[config.mk]
export PLATFORM = sky130hd
export DESIGN_NAME = ascii_integer_field_parser_unit
export DESIGN_NICKNAME = d
export VERILOG_FILES = /design/src/rtl/aifp_pkg.sv /design/src/rtl/ascii_integer_field_parser_unit.sv
export SDC_FILE = /design/constraint.sdc
export NUM_CORES = 1
export LEC_CHECK = 0
export ABC_CLOCK_PERIOD_IN_PS = 24200
export BUFFER_PORTS_ARGS = -buffer_cell sky130_fd_sc_hd__buf_4
export CAP_MARGIN = 20
export CORE_UTILIZATION = 25
export CTS_CLUSTER_DIAMETER = 100
export DETAILED_ROUTE_END_ITERATION = 7
export GPL_ROUTABILITY_DRIVEN = 0
export PLACE_DENSITY = 0.38
export SLEW_MARGIN = 20
export SYNTH_ARGS = -nofsm -noshare
export SYNTH_HDL_FRONTEND = slang
export SYNTH_SLANG_ARGS = --single-unit
[constraint.sdc]
create_clock -name aclk -period 24.2 [get_ports aclk]
set_clock_uncertainty 0.1 [all_clocks]
set_input_delay 4.84 -clock aclk [delete_from_list [all_inputs] [get_ports aclk]]
set_output_delay 4.84 -clock aclk [all_outputs]
set_load 0.02 [all_outputs]
[src/rtl/aifp_pkg.sv]
// Shared types, codes and character helpers for the ASCII integer field parser.
`timescale 1ns / 1ps

package aifp_pkg;

    localparam int MAX_WIDTH_BITS_DEF = 8;
    localparam int VALUE_W            = 64;
    localparam int S_TDATA_W          = 8;
    localparam int S_TUSER_W          = 1;
    localparam int M_TDATA_W          = 80;
    localparam int CFG_INDEX_W        = 2;
    localparam int CFG_DATA_W         = 8;

    typedef enum logic [1:0] {
        PH_SKIP,
        PH_FIRST,
        PH_PREFIX,
        PH_DIGITS
    } phase_t;

    // conversion kinds
    localparam logic [2:0] KIND_SDEC  = 3'd0;
    localparam logic [2:0] KIND_SAUTO = 3'd1;
    localparam logic [2:0] KIND_OCT   = 3'd2;
    localparam logic [2:0] KIND_UDEC  = 3'd3;
    localparam logic [2:0] KIND_HEX   = 3'd4;

    // field status codes
    localparam logic [1:0] ST_OK   = 2'd0;
    localparam logic [1:0] ST_FAIL = 2'd1;
    localparam logic [1:0] ST_EOF  = 2'd2;

    // result sizes
    localparam logic [1:0] SIZE_BYTE  = 2'd0;
    localparam logic [1:0] SIZE_HALF  = 2'd1;
    localparam logic [1:0] SIZE_WORD  = 2'd2;
    localparam logic [1:0] SIZE_DWORD = 2'd3;

    // configuration register indexes
    localparam logic [CFG_INDEX_W-1:0] REG_KIND  = 2'd0;
    localparam logic [CFG_INDEX_W-1:0] REG_WIDTH = 2'd1;
    localparam logic [CFG_INDEX_W-1:0] REG_SIZE  = 2'd2;

    // characters
    localparam logic [7:0] CH_ZERO  = 8'h30;
    localparam logic [7:0] CH_MINUS = 8'h2D;
    localparam logic [7:0] CH_PLUS  = 8'h2B;
    localparam logic [7:0] CH_LOW_X = 8'h78;
    localparam logic [7:0] CH_UP_X  = 8'h58;

    // radix codes; auto means not yet decided
    localparam logic [4:0] RADIX_AUTO = 5'd0;
    localparam logic [4:0] RADIX_8    = 5'd8;
    localparam logic [4:0] RADIX_10   = 5'd10;
    localparam logic [4:0] RADIX_16   = 5'd16;

    localparam logic [5:0] DIGIT_NONE = 6'd63;

    typedef struct packed {
        logic [7:0]         used;
        logic               consumed;
        logic [1:0]         status;
        logic [VALUE_W-1:0] value;
    } result_t;

    function automatic logic is_space(input logic [7:0] c);
        return (c == 8'd32) || (c >= 8'd9 && c <= 8'd13);
    endfunction

    // Digit value of a letter or number; DIGIT_NONE is above every radix.
    function automatic logic [5:0] digit_of(input logic [7:0] c);
        logic [7:0] d;
        d = 8'd0;
        if (c >= 8'h30 && c <= 8'h39) begin
            d = c - 8'h30;
        end else if (c >= 8'h41 && c <= 8'h5A) begin
            d = c - 8'h37;
        end else if (c >= 8'h61 && c <= 8'h7A) begin
            d = c - 8'h57;
        end else begin
            d = 8'(DIGIT_NONE);
        end
        return d[5:0];
    endfunction

endpackage

[src/rtl/ascii_integer_field_parser_unit.sv]
// Top level of the ASCII integer field parser: character stream in, one result per field out.
`timescale 1ns / 1ps

// Parses scanf-style integer fields from a stream of ASCII characters, one character
// (or an end-of-input mark in s_tuser) per word. Every accepted word is fully processed
// in the cycle it is taken: the parse state and, when a field ends, the result register
// or the skid entry are updated at that edge, so the block sustains one input word per
// clock. The output side has a register plus one skid entry, so input flows on while a
// result waits; input stalls only when both are full. A result with char_consumed low
// asks the source to present the same character again as the start of the next field.
// Configuration writes are expected only while the block is idle.
module ascii_integer_field_parser_unit #(
    parameter int MAX_WIDTH_BITS = aifp_pkg::MAX_WIDTH_BITS_DEF
) (
    input  logic                               aclk,
    input  logic                               aresetn,

    input  logic                               s_tvalid,
    output logic                               s_tready,
    input  logic [aifp_pkg::S_TDATA_W-1:0]     s_tdata,   // [7:0] char_code
    input  logic [aifp_pkg::S_TUSER_W-1:0]     s_tuser,   // [0] input end mark

    output logic                               m_tvalid,
    input  logic                               m_tready,
    // [63:0] field_value, [65:64] field_status, [66] char_consumed,
    // [74:67] chars_used, [79:75] zero
    output logic [aifp_pkg::M_TDATA_W-1:0]     m_tdata,

    input  logic                               cfg_wr_en,
    input  logic [aifp_pkg::CFG_INDEX_W-1:0]   cfg_index,
    input  logic [aifp_pkg::CFG_DATA_W-1:0]    cfg_wdata
);
    import aifp_pkg::*;

    localparam int CNT_W = MAX_WIDTH_BITS;
    localparam int CMP_W = (CNT_W > 8) ? CNT_W : 8;

    // configuration
    logic [2:0] kind_reg;
    logic [7:0] width_reg;
    logic [1:0] size_reg;

    // parse state
    phase_t             phase_reg, phase_next;
    logic [VALUE_W-1:0] acc_reg, acc_next;
    logic               neg_reg, neg_next;
    logic [CNT_W-1:0]   cnt_reg, cnt_next;
    logic [4:0]         radix_reg, radix_next;
    logic               seen_reg, seen_next;

    // output register and skid entry
    logic    m_valid_reg, m_valid_next;
    result_t out_reg, out_next;
    logic    skid_valid_reg, skid_valid_next;
    result_t skid_reg, skid_next;

    logic       s_accept;
    logic [7:0] c;
    logic       eof;
    logic       signed_kind;
    logic [4:0] base_radix;
    logic [5:0] dig;

    logic [CNT_W-1:0] fs_cnt, fs_inc, d_inc;
    logic [4:0]       fs_radix, fs_radix_dec;
    logic             fs_dig_ok, d_dig_ok;
    logic             lim_fs, lim_d;
    logic [VALUE_W-1:0] mac;

    logic   ev_emit, ev_fin, ev_consumed, do_first, do_digits;
    logic [1:0] ev_status;
    phase_t go_phase;

    logic [VALUE_W-1:0] signed_val, sized_val;
    logic [CMP_W-1:0]   cnt_wide;
    result_t            res;
    logic               new_valid;

    assign s_accept = s_tvalid && s_tready;
    assign c        = s_tdata[7:0];
    assign eof      = s_tuser[0];
    assign dig      = digit_of(c);

    always_comb begin
        unique case (kind_reg)
            KIND_SAUTO: base_radix = RADIX_AUTO;
            KIND_OCT:   base_radix = RADIX_8;
            KIND_HEX:   base_radix = RADIX_16;
            default:    base_radix = RADIX_10;
        endcase
    end
    assign signed_kind = (kind_reg == KIND_SDEC) || (kind_reg == KIND_SAUTO);

    // first-character view: a fresh field when coming from the skip phase
    assign fs_cnt       = (phase_reg == PH_SKIP) ? '0 : cnt_reg;
    assign fs_radix     = (phase_reg == PH_SKIP) ? base_radix : radix_reg;
    assign fs_radix_dec = (fs_radix == RADIX_AUTO) ? RADIX_10 : fs_radix;
    assign fs_inc       = (&fs_cnt) ? fs_cnt : fs_cnt + 1'b1;
    assign d_inc        = (&cnt_reg) ? cnt_reg : cnt_reg + 1'b1;
    assign fs_dig_ok    = dig < {1'b0, fs_radix_dec};
    assign d_dig_ok     = dig < {1'b0, radix_reg};
    assign lim_fs       = (width_reg != 8'd0) && (CMP_W'(fs_inc) >= CMP_W'(width_reg));
    assign lim_d        = (width_reg != 8'd0) && (CMP_W'(d_inc) >= CMP_W'(width_reg));

    // acc * radix + digit with shifts and adds
    always_comb begin
        case (radix_reg)
            RADIX_16: mac = (acc_reg << 4) + VALUE_W'(dig);
            RADIX_10: mac = (acc_reg << 3) + (acc_reg << 1) + VALUE_W'(dig);
            default:  mac = (acc_reg << 3) + VALUE_W'(dig);
        endcase
    end

    // datapath step and field events
    always_comb begin
        acc_next    = acc_reg;
        neg_next    = neg_reg;
        cnt_next    = cnt_reg;
        radix_next  = radix_reg;
        seen_next   = seen_reg;
        ev_emit     = 1'b0;
        ev_fin      = 1'b0;
        ev_consumed = 1'b0;
        ev_status   = ST_FAIL;
        go_phase    = phase_reg;
        do_first    = 1'b0;
        do_digits   = 1'b0;

        unique case (phase_reg)
            PH_SKIP: begin
                if (eof) begin
                    cnt_next  = '0;
                    ev_emit   = 1'b1;
                    ev_status = ST_EOF;
                end else if (!is_space(c)) begin
                    acc_next   = '0;
                    neg_next   = 1'b0;
                    cnt_next   = '0;
                    seen_next  = 1'b0;
                    radix_next = base_radix;
                    if (signed_kind && (c == CH_MINUS || c == CH_PLUS)) begin
                        neg_next = (c == CH_MINUS);
                        cnt_next = fs_inc;
                        if (lim_fs) begin
                            ev_emit     = 1'b1;
                            ev_consumed = 1'b1;
                        end else begin
                            go_phase = PH_FIRST;
                        end
                    end else begin
                        do_first = 1'b1;
                    end
                end
            end
            PH_FIRST: begin
                if (eof) begin
                    ev_emit   = 1'b1;
                    ev_status = (cnt_reg != '0) ? ST_FAIL : ST_EOF;
                end else begin
                    do_first = 1'b1;
                end
            end
            PH_PREFIX: begin
                if (eof) begin
                    ev_emit = 1'b1;
                    ev_fin  = 1'b1;
                end else if (c == CH_LOW_X || c == CH_UP_X) begin
                    cnt_next   = d_inc;
                    radix_next = RADIX_16;
                    seen_next  = 1'b0;
                    if (lim_d) begin
                        ev_emit     = 1'b1;
                        ev_fin      = 1'b1;
                        ev_consumed = 1'b1;
                    end else begin
                        go_phase = PH_DIGITS;
                    end
                end else begin
                    do_digits = 1'b1;
                end
            end
            PH_DIGITS: begin
                if (eof) begin
                    ev_emit = 1'b1;
                    ev_fin  = 1'b1;
                end else begin
                    do_digits = 1'b1;
                end
            end
            default: ;
        endcase

        if (do_first) begin
            if (fs_radix == RADIX_AUTO && c == CH_ZERO) begin
                cnt_next   = fs_inc;
                radix_next = RADIX_8;
                seen_next  = 1'b1;
                if (lim_fs) begin
                    ev_emit     = 1'b1;
                    ev_fin      = 1'b1;
                    ev_consumed = 1'b1;
                end else begin
                    go_phase = PH_PREFIX;
                end
            end else begin
                radix_next = fs_radix_dec;
                if (!fs_dig_ok) begin
                    ev_emit = 1'b1;
                end else begin
                    acc_next  = VALUE_W'(dig);
                    seen_next = 1'b1;
                    cnt_next  = fs_inc;
                    if (lim_fs) begin
                        ev_emit     = 1'b1;
                        ev_fin      = 1'b1;
                        ev_consumed = 1'b1;
                    end else begin
                        go_phase = PH_DIGITS;
                    end
                end
            end
        end

        if (do_digits) begin
            if (!d_dig_ok) begin
                ev_emit = 1'b1;
                ev_fin  = 1'b1;
            end else begin
                acc_next  = mac;
                seen_next = 1'b1;
                cnt_next  = d_inc;
                if (lim_d) begin
                    ev_emit     = 1'b1;
                    ev_fin      = 1'b1;
                    ev_consumed = 1'b1;
                end else begin
                    go_phase = PH_DIGITS;
                end
            end
        end
    end

    // next phase: back to skipping once a field is reported
    always_comb begin
        phase_next = phase_reg;
        if (s_accept) begin
            phase_next = ev_emit ? PH_SKIP : go_phase;
        end
    end

    // result word
    always_comb begin
        signed_val = neg_next ? (~acc_next + 1'b1) : acc_next;
        case (size_reg)
            SIZE_BYTE: sized_val = {{(VALUE_W-8){1'b0}},  signed_val[7:0]};
            SIZE_HALF: sized_val = {{(VALUE_W-16){1'b0}}, signed_val[15:0]};
            SIZE_WORD: sized_val = {{(VALUE_W-32){1'b0}}, signed_val[31:0]};
            default:   sized_val = signed_val;
        endcase
        cnt_wide     = CMP_W'(cnt_next);
        res.status   = ev_fin ? (seen_next ? ST_OK : ST_FAIL) : ev_status;
        res.consumed = ev_consumed;
        res.value    = (res.status == ST_OK) ? sized_val : '0;
        if (res.status == ST_EOF) begin
            res.used = 8'd0;
        end else if (cnt_wide > CMP_W'(255)) begin
            res.used = 8'hFF;
        end else begin
            res.used = cnt_wide[7:0];
        end
    end

    assign new_valid = s_accept && ev_emit;

    // output register with one skid entry
    always_comb begin
        m_valid_next    = m_valid_reg;
        out_next        = out_reg;
        skid_valid_next = skid_valid_reg;
        skid_next       = skid_reg;
        if (!m_valid_reg || m_tready) begin
            if (skid_valid_reg) begin
                m_valid_next    = 1'b1;
                out_next        = skid_reg;
                skid_valid_next = 1'b0;
            end else begin
                m_valid_next = new_valid;
                out_next     = res;
            end
        end else if (new_valid) begin
            skid_valid_next = 1'b1;
            skid_next       = res;
        end
    end

    assign s_tready = !skid_valid_reg;
    assign m_tvalid = m_valid_reg;
    assign m_tdata  = {{(M_TDATA_W - $bits(result_t)){1'b0}}, out_reg};

    always_ff @(posedge aclk) begin
        if (!aresetn) begin
            kind_reg  <= KIND_SDEC;
            width_reg <= 8'd0;
            size_reg  <= SIZE_WORD;
        end else if (cfg_wr_en) begin
            unique case (cfg_index)
                REG_KIND:  kind_reg  <= cfg_wdata[2:0];
                REG_WIDTH: width_reg <= cfg_wdata[7:0];
                REG_SIZE:  size_reg  <= cfg_wdata[1:0];
                default: ;
            endcase
        end
    end

    always_ff @(posedge aclk) begin
        if (!aresetn) begin
            phase_reg      <= PH_SKIP;
            acc_reg        <= '0;
            neg_reg        <= 1'b0;
            cnt_reg        <= '0;
            radix_reg      <= RADIX_AUTO;
            seen_reg       <= 1'b0;
            m_valid_reg    <= 1'b0;
            skid_valid_reg <= 1'b0;
        end else begin
            phase_reg      <= phase_next;
            m_valid_reg    <= m_valid_next;
            skid_valid_reg <= skid_valid_next;
            if (s_accept) begin
                acc_reg   <= acc_next;
                neg_reg   <= neg_next;
                cnt_reg   <= cnt_next;
                radix_reg <= radix_next;
                seen_reg  <= seen_next;
            end
        end
    end

    // payload holds need no reset
    always_ff @(posedge aclk) begin
        out_reg  <= out_next;
        skid_reg <= skid_next;
    end

endmodule

==> results of run 1 <==
-- cells in the mapped netlist, types with 8 or more instances --
cell	count	share of area
nor2_1	366	0.058
nand2_1	269	0.043
a21oi_1	182	0.039
ha_1	162	0.086
clkbuf_1	156	0.025
edfxtp_1	150	0.19
o21ai_0	147	0.031
xnor2_1	109	0.041
dfxtp_1	96	0.082
xor2_1	94	0.035
nand4_1	81	0.022
a211oi_1	78	0.025
nand3_1	74	0.016
nor3_1	67	0.014
o31ai_1	63	0.020
a31oi_1	58	0.015
inv_1	56	0.0089
o211ai_1	41	0.013
and3_1	40	0.011
buf_2	37	0.0079
nor4_1	36	0.0096
a21o_1	33	0.011
or3_1	30	0.0080
o22ai_1	29	0.0077
a22oi_1	28	0.0089
o21a_1	28	0.0089
mux2i_1	23	0.0098
and2_1	22	0.0059
buf_1	17	0.0027
or4_1	17	0.0054
mux2_2	16	0.0077
and4_1	14	0.0052
nand2b_1	14	0.0037
or2_2	14	0.0037
o21ai_1	13	0.0028
nor2b_1	12	0.0032
buf_4	11	0.0035
o211a_1	11	0.0047
a41oi_1	9	0.0034
a211o_1	8	0.0030
nor3b_1	8	0.0026
o31a_1	8	0.0030
-- cell type report --
| class | count | area [µm²] | area share |
|---|---|---|---|
| inverter | 57 | 214 | 0.00815 |
| clock buffer | 30 | 697 | 0.0266 |
| sequential | 246 | 6430 | 0.245 |
| timing repair buffer | 151 | 1130 | 0.0431 |
| tap | 1254 | 1570 | 0.0598 |
| multi-input combinational | 2400 | 16000 | 0.609 |
| clock inverter | 19 | 220 | 0.00839 |
-- per-layer routing --
layer	up-vias	global-route usage	part of all wire
met3	107	0.0249	0.061
met2	805	0.290	0.42
met4	0	0.0466	0.022
met5	-	0	0
li1	10900	-	-
met1	11100	0.290	0.50
-- worst min-delay path, delay by kind of cell (launching register included) --
family	cells	cell delay (ps)
simple gates	1	70
mux	1	70
flops	1	330
-- worst min path at each step --
stage          slack [ps]    startpoint           end  depth (start not counted)
6_report              400  width_reg[5]  width_reg[5]                          2
5_1_grt               440  width_reg[3]  width_reg[3]                          2
4_1_cts               410  width_reg[5]  width_reg[5]                          2
3_5_place_dp          390  width_reg[5]  width_reg[5]                          2
3_3_place_gp          380  width_reg[5]  width_reg[5]                          2
2_1_floorplan         350  radix_reg[0]  radix_reg[0]                          2
-- metrics by stage --
stage          instances  instance area, µm²
2_1_floorplan       2929               23500
3_3_place_gp        4107               25300
3_5_place_dp        4108               25300
4_1_cts             4157               26200
5_1_grt             4157               26200
6_report            4157               26200
-- cell usage in the layout, fill, tap and decap left out, types with 9 or more instances in the layout --
master	count
a211oi_1	78
a21o_1	33
a21oi_1	181
a22oi_1	28
a31oi_1	58
a41oi_1	9
and2_1	22
and3_1	40
and4_1	14
buf_4	150
clkbuf_16	27
dfxtp_1	95
edfxtp_1	150
ha_1	162
inv_1	56
mux2_2	16
mux2i_1	23
nand2_1	266
nand2b_1	13
nand3_1	73
nand4_1	81
nor2_1	365
nor2b_1	11
nor3_1	67
nor4_1	34
o211a_1	11
o211ai_1	41
o21a_1	28
o21ai_0	146
o21ai_1	13
o22ai_1	29
o31ai_1	62
or2_2	14
or3_1	30
or4_1	17
xnor2_1	109
xor2_1	94
-- cells by family (layout without fill, tap and decap cells) --
logic type / count (synthesis) / in the layout / synth area share
other: 1 / 5 / 0.000160
adders and majority gates: 168 / 168 / 0.0913
xor gates and xnor gates: 203 / 203 / 0.0756
buffers and inverters: 283 / 257 / 0.0505
DFF: 246 / 246 / 0.273
AOI/OAI and AO/OA: 869 / 869 / 0.255
and+or+nand+nor: 1116 / 1116 / 0.236
muxes: 39 / 39 / 0.0175
-- power by group through the flow --
stage,Clock [mW],Sequential [mW],Combinational (mW)
after detailed placement,0,0.498,0.303
after global routing,0.470,0.491,0.335
after global placement,0,0.498,0.303
after floorplan,0,0.492,0.200
final,0.443,0.489,0.307
after CTS,0.458,0.488,0.304
==> impl_metrics.yaml, run 1 <==
outcome:
  status: "completed"
floorplan:
  io_pins: 106
  initial_core_util: 0.252
  dieWidth_um: 309
  die-area_um2: 95300
  coreArea_um2: 93200
  rows: 112
  die_y_um: 309
clock_tree:
  clock_sinks: 246
  numCtsBuffers: 27
  h-tree-depth: 1
  cts_resized: 0
  clockBufferDepth: 3
  cts_tree: "built"
  clk_pin_slew_ps: 60
  root_buffer: "clkbuf_16"
  cts_hold_buf: 0
  cts_setup_buffers: 0
  clk_latency_ps: 570
cells_and_area:
  drive_gt1_frac: 0.107
  syn_to_final_growth_pct: 11.7
  fin_nets: 3075
  diodes: 0
  utilization: 0.282
  fill_cells: 10100
detailed_routing:
  viasPerCell: 5.51
  wl_um: 94800
  routedWlPerCell_um: 22.8
  ant_nets: 0
  drt_iter0_drc: 2369
  dr.pass1.iters: 6
  num_vias: 22900
  drc: 0
yosys:
  synth.distinct_cells: 119
  syn-cell-area_um2: 23500
  async_reset_ff_frac: 0
  ys_seq_elements: 246
  synthFlopType: "edfxtp_1"
  synth_warnings: 0
  synthCells: 2925
  yosysSeqAreaShare: 0.273
  synth_edf_count: 150
  synth_area_per_cell_um2: 8.04
critical_path:
  crit_slowest_cell: "a21oi_2"
  ff2ff_path_depth: 20
  max_stage_delay_ps: 580
  setup.worst_path.start: "s_tdata[0]"
  critPathCapture: "m_tdata[58]"
  cp.required_ps: 24380
  r2r_setup_slack_ps: 16940
  cp_common_cell: "o211ai_1"
  r2r-end: "m_tdata[58]"
  startpoint_type: "input pin"
  criticalPathCategory: "input pin to register"
  worstPathMaxFanout: 12
  path_depth: 25
  r2r-start: "phase_reg[1]"
  endpoint_kind: "register"
  critical_path_buf_inv_count: 3
  cp_data_arrival_time_ps: 12470
  crit_family: "compound AO/OA/AOI/OAI gates"
grt:
  grt_pass1_vias: 21800
  grt_overflow: 0
  grt_max_degree: 89
  grt_usage: 0.194
  grt_pass1_wl_um: 143000
  antenna_found_initial: 0
power_and_ir_drop:
  p_int_mw: 0.817
  powerDensity_nw_per_um2: 47.2
  power.share.sequential: 0.394
  swShare: 0.341
  pwr-share-comb: 0.248
  power_mw: 1.24
  total_leakage_power_nw: 9.42
  p_sw_mw: 0.423
  ir_worst_vdd_uv: 44.9
  clockPowerShare: 0.358
sta:
  hold_viol_final: 0
  period_share: 0.508
  slew_viol_final: 0
  fin_ws_ps: 11910
  whs_ps: 403
  max_freq_mhz: 81.4
  worst_pin_slew_ps: 1100
  rsz0062_at_grt: "false"
  worst_slew_margin_rel: 0.247
  setup_viol: 0
  period_needed_ps: 12290
  setup-tns-final_ps: 0
min_path:
  hp-class: "register to register"
placement:
  dp_hpwl_um: 72200
  numPortBuffers: 100
  pre_cts_ws_ps: 11130
job:
  drv_cap: 0
Power figures use the tool's default switching activity.
==> run 2: changes to the inputs <==
--- a/config.mk
+++ b/config.mk
@@ -5,14 +5,14 @@
 export SDC_FILE = /design/constraint.sdc
 export NUM_CORES = 1
 export LEC_CHECK = 0
-export ABC_CLOCK_PERIOD_IN_PS = 24200
+export ABC_CLOCK_PERIOD_IN_PS = 10560
 export BUFFER_PORTS_ARGS = -buffer_cell sky130_fd_sc_hd__buf_4
 export CAP_MARGIN = 20
 export CORE_UTILIZATION = 25
 export CTS_CLUSTER_DIAMETER = 100
 export DETAILED_ROUTE_END_ITERATION = 7
 export GPL_ROUTABILITY_DRIVEN = 0
-export PLACE_DENSITY = 0.38
+export PLACE_DENSITY = 0.4
 export SLEW_MARGIN = 20
 export SYNTH_ARGS = -nofsm -noshare
 export SYNTH_HDL_FRONTEND = slang
==> constraint.sdc (replaced) <==
create_clock -name aclk -period 10.56 [get_ports aclk]
set_clock_uncertainty 0.1 [all_clocks]
set_input_delay 2.112 -clock aclk [delete_from_list [all_inputs] [get_ports aclk]]
set_output_delay 2.112 -clock aclk [all_outputs]
set_load 0.02 [all_outputs]
==> run 2 against run 1 <==
  * Cell area is essentially flat
  * Global-route usage shrank 0.53 points
  * Largest power group unchanged
  * Largest cell class unchanged
  * Setup slack worse by 11000 ps
  * Sequential share of layout area about the same
==> impl_metrics.yaml, run 2 (same netlist as run 1, synthesis figures left out) <==
min_path:
  hp-class: "register to register"
clock_tree:
  clockBufferDepth: 3
  clk_latency_ps: 570
  clock_sinks: 246
  clk_pin_slew_ps: 70
  h-tree-depth: 1
  root_buffer: "clkbuf_16"
  cts_tree: "built"
  numCtsBuffers: 26
  cts_hold_buf: 0
  cts_setup_buffers: 0
  cts_resized: 0
power_and_ir_drop:
  ir_worst_vdd_uv: 104
  powerDensity_nw_per_um2: 107
  clockPowerShare: 0.351
  power.share.sequential: 0.401
  p_int_mw: 1.86
  pwr-share-comb: 0.247
  swShare: 0.337
  p_sw_mw: 0.943
  total_leakage_power_nw: 9.41
  power_mw: 2.80
detailed_routing:
  drt_iter0_drc: 2269
  wl_um: 92700
  dr.pass1.iters: 6
  viasPerCell: 5.50
  num_vias: 22900
  routedWlPerCell_um: 22.3
  ant_nets: 0
  drc: 0
grt:
  grt.busiest_layer: "met2"
  grt_usage: 0.189
  grt_max_degree: 83
  grt_pass1_wl_um: 139000
  grt_overflow: 0
  use_met2: 0.284
  grtUsageMet1: 0.280
  grt_use_met3: 0.0186
  grt_pass1_vias: 21600
  antenna_found_initial: 0
sta:
  setup_viol: 0
  period_needed_ps: 9330
  hold_viol_final: 0
  worst_slew_margin_rel: 0.296
  period_share: 0.883
  max_freq_mhz: 107
  setup-tns-final_ps: 0
  rsz0062_at_grt: "false"
  slew_viol_final: 0
  worst_pin_slew_ps: 1040
cells_and_area:
  fill_cells: 10100
  syn_to_final_growth_pct: 11.7
  utilization: 0.282
  drive_gt1_frac: 0.106
  multi_input_area_um2: 16000
  regArea_um2: 6430
  mostFrequentLayoutCell: "nor2_1"
  layout_common_cells: "nor2_1 (365), nand2_1 (266), a21oi_1 (182)"
  fin_nets: 3076
floorplan:
  die-area_um2: 95300
  coreArea_um2: 93200
  dieWidth_um: 309
  initial_core_util: 0.252
  io_pins: 106
  die_y_um: 309
  rows: 112
placement:
  numPortBuffers: 100
  dp_hpwl_um: 70600
critical_path:
  cp_data_arrival_time_ps: 9510
  worstPathMaxFanout: 11
  endpoint_kind: "register"
  startpoint_type: "input pin"
  criticalPathCategory: "input pin to register"
  cp.required_ps: 10740
outcome:
  status: "completed"
job:
  drv_cap: 0
[run 2: through the flow]
stage / hold slack, ps / cell area (µm²) / cells / setup WS (ps)
6_report: 394 / 26200 / 4159 / 1230
2_1_floorplan: 347 / 23500 / 2929 / 1330
3_3_place_gp: 381 / 25400 / 4110 / 781
4_1_cts: 404 / 26200 / 4158 / 1230
3_5_place_dp: 389 / 25400 / 4110 / 674
5_1_grt: 448 / 26200 / 4158 / 477
[run 2: worst max-delay path: stages]
cell      delay [ps]
buf_4            140
inv_1            100
ha_1             240
or4b_4           490
and2_4           180
o221ai_4         260
a21oi_1          170
nor2_1           360
inv_1            100
fa_1             560
inv_1             70
ha_1             310
a211oi_1         310
o211ai_1         250
a31oi_1          420
o22ai_1          160
buf_4            200
o21a_1           170
nor3_1           770
nand3_1          220
o31a_1           400
or4_1            590
nor4b_2          340
a31oi_1          150
xor2_1           320
o31ai_1          100
[run 2: layout make-up]
class,instances,area share
clock inverters,16,0.00729
inverters,57,0.00815
well taps,1254,0.0598
flip-flops and latches,246,0.245
repair buffers,153,0.0442
diodes,1,0.0000953
multi-input cells,2400,0.609
clock buffers,32,0.0265
[run 2: final timing paths]
path | from | end | slack [ps] | depth (start not counted)
hold / removal | width_reg[4] | width_reg[4] | 390 | 2
setup / recovery | s_tdata[0] | m_tdata[37] | 1230 | 26
setup reg to reg | phase_reg[1] | m_tdata[62] | 3560 | 23
hold reg to reg | width_reg[4] | width_reg[4] | 390 | 2
[run 2: power by group through the flow]
stage	logic, mW	registers (mW)	clock network [mW]
3_5_place_dp	0.684	1.14	0
2_1_floorplan	0.459	1.13	0
4_1_cts	0.687	1.12	1.02
5_1_grt	0.757	1.13	1.04
6_report	0.693	1.12	0.984
3_3_place_gp	0.682	1.14	0
[run 2: routing by layer]
metal / wire (µm) / share of wire / up-vias
met3: 5530 / 0.060 / 117
met4: 2780 / 0.030 / 0
met1: 45600 / 0.49 / 11100
met2: 38900 / 0.42 / 840
met5: 0 / 0 / -
li1: - / - / 10900
